[src/rtl/chd_pkg.sv]
// ----------------------------------------------------------------------------
// chd_pkg
// Shared constants, angle table and item class type for the compass heading
// core.
// ----------------------------------------------------------------------------
package chd_pkg;

  localparam int AXIS_WIDTH_DEF   = 16;
  localparam int ANGLE_STAGES_DEF = 16;

  // angle format: degrees with ANGLE_FRAC fraction bits
  localparam int ANGLE_FRAC  = 20;
  localparam int ANG_W       = 30;
  // magnitudes enter the rotator moved left by PRE_SHIFT; GUARD_BITS cover growth
  localparam int PRE_SHIFT   = 24;
  localparam int GUARD_BITS  = 3;
  localparam int TABLE_LEN   = 24;
  localparam int HEAD_W      = 9;
  localparam int QUEUE_DEPTH = 4;

  localparam logic signed [ANG_W-1:0] DEG_45  = 30'sd47185920;   // PI/4
  localparam logic signed [ANG_W-1:0] DEG_90  = 30'sd94371840;   // PI/2
  localparam logic signed [ANG_W-1:0] DEG_180 = 30'sd188743680;  // PI
  localparam logic signed [ANG_W-1:0] DEG_360 = 30'sd377487360;  // 2*PI

  // atan(2^-i) in degrees, scaled by 2^ANGLE_FRAC
  localparam logic signed [ANG_W-1:0] ATAN_TAB [TABLE_LEN] = '{
    30'sd47185920, 30'sd27855475, 30'sd14718068, 30'sd7471121,
    30'sd3750058,  30'sd1876857,  30'sd938658,   30'sd469357,
    30'sd234682,   30'sd117342,   30'sd58671,    30'sd29335,
    30'sd14668,    30'sd7334,     30'sd3667,     30'sd1833,
    30'sd917,      30'sd458,      30'sd229,      30'sd115,
    30'sd57,       30'sd29,       30'sd14,       30'sd7
  };

  // classification of one item, made by the front end
  typedef struct packed {
    logic                    use_cordic;  // angle comes from the rotator
    logic                    x_neg;
    logic                    y_neg;
    logic                    b_zero;      // |y| is zero
    logic signed [ANG_W-1:0] phi_spec;    // fixed angle for special cases
  } chd_class_t;

endpackage

[src/rtl/chd_front.sv]
// ----------------------------------------------------------------------------
// chd_front
// Accepts samples, takes magnitudes and signs, sorts out the special cases
// and holds classified items in a short queue for the back end.
// ----------------------------------------------------------------------------
module chd_front
  import chd_pkg::*;
#(
  parameter int AXIS_WIDTH = AXIS_WIDTH_DEF
) (
  input  logic                  clk_i,
  input  logic                  rst_ni,
  input  logic                  push_i,
  input  logic [AXIS_WIDTH-1:0] field_x_i,
  input  logic [AXIS_WIDTH-1:0] field_y_i,
  output logic                  full_o,
  input  logic                  deq_i,
  output logic                  q_valid_o,
  output logic [AXIS_WIDTH-1:0] mag_a_o,
  output logic [AXIS_WIDTH-1:0] mag_b_o,
  output chd_class_t            cls_o
);

  localparam int PTR_W = $clog2(QUEUE_DEPTH);
  localparam int CNT_W = $clog2(QUEUE_DEPTH + 1);

  logic [AXIS_WIDTH-1:0] mag_a, mag_b;
  logic                  x_neg, y_neg;
  chd_class_t            cls;

  logic [AXIS_WIDTH-1:0] a_mem [QUEUE_DEPTH];
  logic [AXIS_WIDTH-1:0] b_mem [QUEUE_DEPTH];
  chd_class_t            c_mem [QUEUE_DEPTH];
  logic [PTR_W-1:0]      wr_ptr_q, wr_ptr_d, rd_ptr_q, rd_ptr_d;
  logic [CNT_W-1:0]      count_q, count_d;
  logic                  do_push, do_pop;

  // most negative input negates to itself, which is the right magnitude
  always_comb begin
    x_neg = field_x_i[AXIS_WIDTH-1];
    y_neg = field_y_i[AXIS_WIDTH-1];
    mag_a = x_neg ? (~field_x_i + 1'b1) : field_x_i;
    mag_b = y_neg ? (~field_y_i + 1'b1) : field_y_i;
  end

  always_comb begin
    cls.x_neg      = x_neg;
    cls.y_neg      = y_neg;
    cls.b_zero     = (mag_b == '0);
    cls.use_cordic = 1'b0;
    priority if (mag_b == '0) begin
      cls.phi_spec = '0;
    end else if (mag_a == '0) begin
      cls.phi_spec = DEG_90;
    end else if (mag_a == mag_b) begin
      cls.phi_spec = DEG_45;
    end else begin
      cls.phi_spec   = '0;
      cls.use_cordic = 1'b1;
    end
  end

  assign full_o    = (count_q == CNT_W'(QUEUE_DEPTH));
  assign q_valid_o = (count_q != '0);
  assign do_push   = push_i && !full_o;
  assign do_pop    = deq_i && q_valid_o;

  assign mag_a_o = a_mem[rd_ptr_q];
  assign mag_b_o = b_mem[rd_ptr_q];
  assign cls_o   = c_mem[rd_ptr_q];

  always_comb begin
    wr_ptr_d = do_push ? wr_ptr_q + 1'b1 : wr_ptr_q;
    rd_ptr_d = do_pop  ? rd_ptr_q + 1'b1 : rd_ptr_q;
    count_d  = count_q;
    if (do_push && !do_pop) begin
      count_d = count_q + 1'b1;
    end else if (do_pop && !do_push) begin
      count_d = count_q - 1'b1;
    end
  end

  always_ff @(posedge clk_i or negedge rst_ni) begin
    if (!rst_ni) begin
      wr_ptr_q <= '0;
      rd_ptr_q <= '0;
      count_q  <= '0;
    end else begin
      wr_ptr_q <= wr_ptr_d;
      rd_ptr_q <= rd_ptr_d;
      count_q  <= count_d;
    end
  end

  always_ff @(posedge clk_i) begin
    if (do_push) begin
      a_mem[wr_ptr_q] <= mag_a;
      b_mem[wr_ptr_q] <= mag_b;
      c_mem[wr_ptr_q] <= cls;
    end
  end

endmodule

[config.mk]
export PLATFORM = sky130hd
export DESIGN_NAME = chd_front
export DESIGN_NICKNAME = d
export VERILOG_FILES = /design/src/rtl/chd_pkg.sv /design/src/rtl/chd_front.sv
export SDC_FILE = /design/constraint.sdc
export NUM_CORES = 1
export LEC_CHECK = 0
export ABC_AREA = 1
export BUFFER_PORTS_ARGS = -buffer_cell sky130_fd_sc_hd__buf_2
export CAP_MARGIN = 20
export CORE_AREA = 2 2 106 129
export CTS_CLUSTER_SIZE = 20
export DETAILED_ROUTE_END_ITERATION = 10
export DIE_AREA = 0 0 108 131
export GPL_ROUTABILITY_DRIVEN = 1
export GPL_TIMING_DRIVEN = 0
export PLACE_DENSITY = 0.83
export RECOVER_POWER = 25
export SYNTH_ARGS = -nofsm -noshare
export SYNTH_HDL_FRONTEND = slang
export SYNTH_SLANG_ARGS = --single-unit
[constraint.sdc]
create_clock -name clk_i -period 8.3 [get_ports clk_i]
set_clock_uncertainty 0.05 [all_clocks]
set_input_delay 1.66 -clock clk_i [delete_from_list [all_inputs] [get_ports clk_i]]
set_output_delay 1.66 -clock clk_i [all_outputs]
set_load 0.03 [all_outputs]
==> results of run 1 <==
## area by class of cell
type | instances | area, µm²
Antenna cell | 1 | 2.50
Fill cell | 925 | 3720
Buffer | 56 | 320
Clock inverter | 7 | 55.1
Sequential cell | 163 | 4860
Tap cell | 168 | 210
Inverter | 71 | 267
Timing Repair Buffer | 84 | 489
Multi-Input combinational cell | 503 | 2470
Clock buffer | 25 | 562
## worst max-delay path by stage
stage                      from           end  slack, ns  cells after the start
finish              rd_ptr_q[0]     cls_o[25]       3.83                      8
global route        rd_ptr_q[0]     cls_o[26]       3.56                      8
CTS                 rd_ptr_q[0]     cls_o[22]       3.77                      8
detailed placement  rd_ptr_q[0]     cls_o[22]       4.30                      8
global placement         push_i  b_mem[3][15]       2.76                      5
floorplan                push_i   a_mem[0][0]       4.12                      4
## logic make-up (layout without fill, tap and decap cells)
logic type                 after synthesis  in the layout  share of synthesized area (%)
and+or+nand+nor                        322            322                           17.5
DFF                                    163            163                           61.9
AOI/OAI and AO/OA                      135            135                           9.54
buffers and inverters                  127            243                           7.67
xor gates and xnor gates                14             14                           1.75
adders and majority gates                8              8                           1.37
other                                    1             24                         0.0478
muxes                                    1              1                          0.144
## state kept, by name, indices dropped and copies added (netlist names)
| register | count |
|---|---|
| a_mem | 64 |
| c_mem | 28 |
| count_q | 3 |
| wr_ptr_q | 2 |
| b_mem | 64 |
| rd_ptr_q | 2 |
## metal layers
| layer | global-route usage [%] | vias up | part of all wire, % |
|---|---|---|---|
| met2 | 47.1 | 308 | 51 |
| met5 | 0 | - | 0 |
| met4 | 13.5 | 0 | 3.0 |
| met1 | 33.5 | 2791 | 37 |
| li1 | - | 2835 | - |
| met3 | 7.09 | 53 | 9.3 |
## cells in the final DEF (no fill, tap or decap), types with 2 or more instances in the layout
cell type,synthesis,layout
a21o_1,2,2
a21oi_1,2,2
buf_12,0,2
buf_16,0,2
buf_2,1,76
buf_4,27,27
clkbuf_1,25,35
clkbuf_16,0,22
clkinv_4,0,2
conb_1,1,23
dfrtp_1,7,7
edfxtp_1,156,156
ha_1,7,7
inv_1,63,65
inv_2,7,5
inv_4,0,2
nand2_1,130,134
nand2_2,12,8
nand3_1,31,32
nand3_2,3,2
nand3b_1,2,2
nand4_1,4,4
nor2_1,120,118
nor2_2,12,11
nor2_4,1,4
nor3_1,4,4
nor3_2,3,3
o21ai_0,86,88
o21ai_1,3,2
o22ai_1,39,39
xnor2_1,3,3
xor2_1,9,9
xor2_2,2,2
## power by group
| group | internal (W) | total, W | switching [W] |
|---|---|---|---|
| logic | 0.000374 | 0.00138 | 0.00100 |
| registers | 0.00109 | 0.00114 | 0.0000498 |
| clock network | 0.000477 | 0.000796 | 0.000319 |
## through the flow
step                      hold WS (ns)  util, %  std cells
final                            0.516     71.3       1078
after global routing             0.539     71.3       1077
after CTS                        0.512     71.7       1077
after detailed placement         0.499     66.9       1045
after global placement           0.477     65.9       1041
after floorplan                  0.444        -        793
## synthesized netlist by cell type (7+ instances only)
cell | count | share of area [%]
inv_1 | 63 | 3.0
clkbuf_1 | 25 | 1.2
nor2_1 | 120 | 5.7
o21ai_0 | 86 | 5.5
dfrtp_1 | 7 | 2.2
edfxtp_1 | 156 | 60
inv_2 | 7 | 0.33
nor2_2 | 12 | 0.96
buf_4 | 27 | 2.6
nand2_2 | 12 | 0.96
ha_1 | 7 | 1.1
nand2_1 | 130 | 6.2
o22ai_1 | 39 | 3.1
nand3_1 | 31 | 2.0
xor2_1 | 9 | 1.0
## critical path, delay by kind of cell (launching register included)
kind | cells | cell delay, ns
buf+inv | 6 | 1.63
flops | 1 | 0.36
compound gates | 1 | 0.28
simple gates | 1 | 0.08
==> results.cfg, run 1 <==
[outcome]
outcome = completed

[sta]
setup_viol = 0
slew_headroom_pct = 46.7
fin_tns_setup_ns = 0
rsz0062_at_grt = no
fmax_mhz = 224
timing.final.ws_setup_ns = 3.83
fin_crit_ns = 4.47
max_slew.worst_pin.slew_ns = 0.791
hold_viol_final = 0
drv_slew = 0
post-route-period-util_pct = 53.9

[drt]
vias = 5987
drtIter0Drc = 729
drc_errors = 0
totalWireLength_mm = 18.6
vias_per_cell = 5.55
first_pass_iters = 6
post_drt_wl_per_cell_um = 17.3
ant_nets = 0

[placed_design]
preCtsSetupSlack_ns = 4.30
placed_area_mm2 = 0.00866
dp_hpwl_mm = 12.6
gp_congestion = 0.964
io_buffers = 80

[floorplan]
die_h_um = 131
die_w_um = 108
rows = 46
core_area_mm2 = 0.0129
die_area_mm2 = 0.0141
io_pins = 104
start_util_pct = 60.6

[clock_tree]
cts_buffers = 17
path_clk_slew_ns = 0.07
post_cts_buffers = 0
cts.sinks = 163
ctsResizeCount = 0
cts_max_level = 4
cts_tree = built
root_buffer = clkbuf_16
clock_latency_ns = 0.42
cts_buffer_depth = 2
postCtsHoldBufs = 0

[global_routing]
grt_max_degree = 24
grt_pass1_wl_mm = 28.9
grt_usage_pct = 27.8
antenna_found_initial = 2
grt_pass1_vias = 5733
grt-ovfl-total = 0

[worst_setup_path]
startpoint_type = flop
r2r-end = c_mem[1][30]
reg2reg_from = count_q[0]
crit_chain = clkbuf_1 > clkinv_1 > clkbuf_1 > clkbuf_1 > nor2_1 > o22ai_1 > buf_4 > buf_2
ff2ff_setup_slack_ns = 5.96
crit_path_end_kind = output pin
slowest_delay_ns = 0.46
path_class = flop to output pin
reg2regPathDepth = 5
critPathMaxFanout = 10
cp.arrival_ns = 2.76
path_common_cell = clkbuf_1
worstPathRequired_ns = 6.59
crit_slowest_cell = clkbuf_1

[yosys]
synthArstFlopShare_pct = 4.29
synth_seq_cells = 163
yosys_warnings = 0
synth_cell_types = 34
synthesis.area_mm2 = 0.00785
yosysSeqAreaShare_pct = 61.9
synth_area_per_cell_um2 = 10.2
synth_edf_count = 156
syn_inst = 771
synth_flop_cell = edfxtp_1

[worst_hold_path]
hold_path.class = flop to flop
min_to = count_q[0]
hold_path_depth = 1
hp-start = count_q[0]

[finish]
layout-drive-gt1-share_pct = 19.3
area_delta_synth_final_pct = 17.7
fin_nets = 940
final_area_mm2 = 0.00923

[power]
ir_worst_vdd_uv = 226
cellLeakagePower_nw = 3.77
p_total_w = 0.00332
powerDensity_mw_per_mm2 = 359

[flow_run]
timing.max_cap.violations = 0
Note: power is estimated with default switching activity, not from simulation.
==> run 2: changes to the inputs <==
Settings changed: CORE_AREA 2 2 106 129 to 2 2 110 133, DIE_AREA 0 0 108 131 to 0 0 112 135, PLACE_DENSITY 0.83 to 0.79.
Clock period 8.3 ns to 4.4 ns, I/O delays scaled along.
==> run 2 against run 1 <==
First-iteration DRC count fell by 36%. Core utilization fell by 4.5 points. Count of clock-buffer cells in the layout is 8 lower. Wire length is 2.5% lower. Highest routed layer unchanged. Worst hold slack lost 0.23 ns.
==> results.cfg, run 2 (same netlist as run 1, synthesis figures left out) <==
[outcome]
outcome = completed

[placed_design]
gp_congestion = 0.932
dp_hpwl_mm = 12.5
preCtsSetupSlack_ns = 1.11
io_buffers = 80

[finish]
largest_registers = a_mem x64, b_mem x64, c_mem x28
antennaDiodeCount = 0
multi_input_area_mm2 = 0.00246
area_delta_synth_final_pct = 17.2
final.fill_count = 1059
layout-drive-gt1-share_pct = 19.4
register_area_mm2 = 0.00486
mostFrequentLayoutCells = 156 x edfxtp_1, 135 x nand2_1, 119 x nor2_1
final_common_cell = edfxtp_1
fin_nets = 940

[clock_tree]
root_buffer = clkbuf_16
cts_max_level = 4
cts_buffer_depth = 2
clock_latency_ns = 0.42
path_clk_slew_ns = 0.07
cts_tree = built
post_cts_buffers = 0
postCtsHoldBufs = 0
cts_buffers = 17
cts.sinks = 163
ctsResizeCount = 0

[global_routing]
grt_pass1_vias = 5583
grt_max_degree = 24
grt_usage_pct = 24.2
antenna_found_initial = 0
grt_pass1_wl_mm = 28.0
grt-ovfl-total = 0

[drt]
vias_per_cell = 5.47
ant_nets = 0
post_drt_wl_per_cell_um = 16.8
drtIter0Drc = 469
first_pass_iters = 5
vias = 5906
totalWireLength_mm = 18.2
drc_errors = 0

[sta]
timing.final.ws_setup_ns = 0.683
drv_slew = 0
max_slew.worst_pin.slew_ns = 0.896
setup_viol = 0
slew_headroom_pct = 39.7
fmax_mhz = 269
fin_crit_ns = 3.72
hold_viol_final = 0
post-route-period-util_pct = 84.5
rsz0062_at_grt = no

[power]
p_total_w = 0.00616
ir_worst_vdd_uv = 463
cellLeakagePower_nw = 3.74
powerDensity_mw_per_mm2 = 670

[floorplan]
die_w_um = 112
core_area_mm2 = 0.0138
die_area_mm2 = 0.0151
io_pins = 104
die_h_um = 135
rows = 47
start_util_pct = 57.0

[worst_setup_path]
ff2ff_setup_slack_ns = 2.03
critPathMaxFanout = 10
worstPathRequired_ns = 3.47
reg2regPathDepth = 5
path_class = flop to output pin
cp.arrival_ns = 2.79
startpoint_type = flop
crit_path_end_kind = output pin

[worst_hold_path]
hold_path.class = input port to async pin

[flow_run]
timing.max_cap.violations = 0
-- run 2: cell types whose count changed in the layout (fill, tap and decap cells not counted), sizes merged --
cell,change
inv,+5
diode,-1
clkinvlp,+2
clkinv,+1
clkbuf,-8
-- run 2: worst paths after layout --
| path | start | end |
|---|---|---|
| min in group clk_i | wr_ptr_q[0] | wr_ptr_q[0] |
| worst max register to register | count_q[0] | b_mem[0][1] |
| worst min register to register | wr_ptr_q[0] | wr_ptr_q[0] |
| max in group asynchronous | rst_ni | rd_ptr_q[1] |
| worst min-delay path | rst_ni | count_q[1] |
| worst max-delay path | rd_ptr_q[0] | cls_o[25] |
-- run 2: power by group --
part	internal, W	switching [W]	total [W]	leakage, nW
Clock	0.000756	0.000666	0.00142	0.278
Combinational	0.000706	0.00189	0.00259	1.95
Sequential	0.00206	0.0000852	0.00215	1.52
-- run 2: per-stage QoR --
step	cell area, µm²	std cells	hold WS, ns	TNS [ns]	utilization [%]
after floorplan	7930	793	0.444	0	-
after global placement	8540	1044	0.466	-56.36	62.1
after detailed placement	8670	1048	0.485	0	63.0
after CTS	9250	1080	0.221	0	67.2
after global routing	9190	1080	0.310	0	66.8
final	9190	1080	0.286	0	66.8
-- run 2: metal layers --
layer	vias up	part of all wire, %	GRT usage (%)
li1	2837	-	-
met1	2766	40	30.2
met2	268	51	41.6
met3	35	7.1	4.89
met4	0	2.2	9.82
met5	-	0	0
-- run 2: area by class of cell --
class / instances / area share [%]
multi-input combinational: 503 / 26.8
tap: 171 / 2.33
sequential: 163 / 52.9
buffer: 56 / 3.48
clock buffer: 17 / 4.63
timing repair buffer: 84 / 5.32
clock inverter: 15 / 1.70
inverter: 71 / 2.90
-- run 2: worst max-delay path, cell delays in order (launching register included) --
cell	delay, ns
dfrtp_1	0.37
clkbuf_1	0.20
clkinv_1	0.17
clkbuf_1	0.42
clkbuf_1	0.49
nor2_1	0.08
o22ai_1	0.30
buf_4	0.16
buf_2	0.18
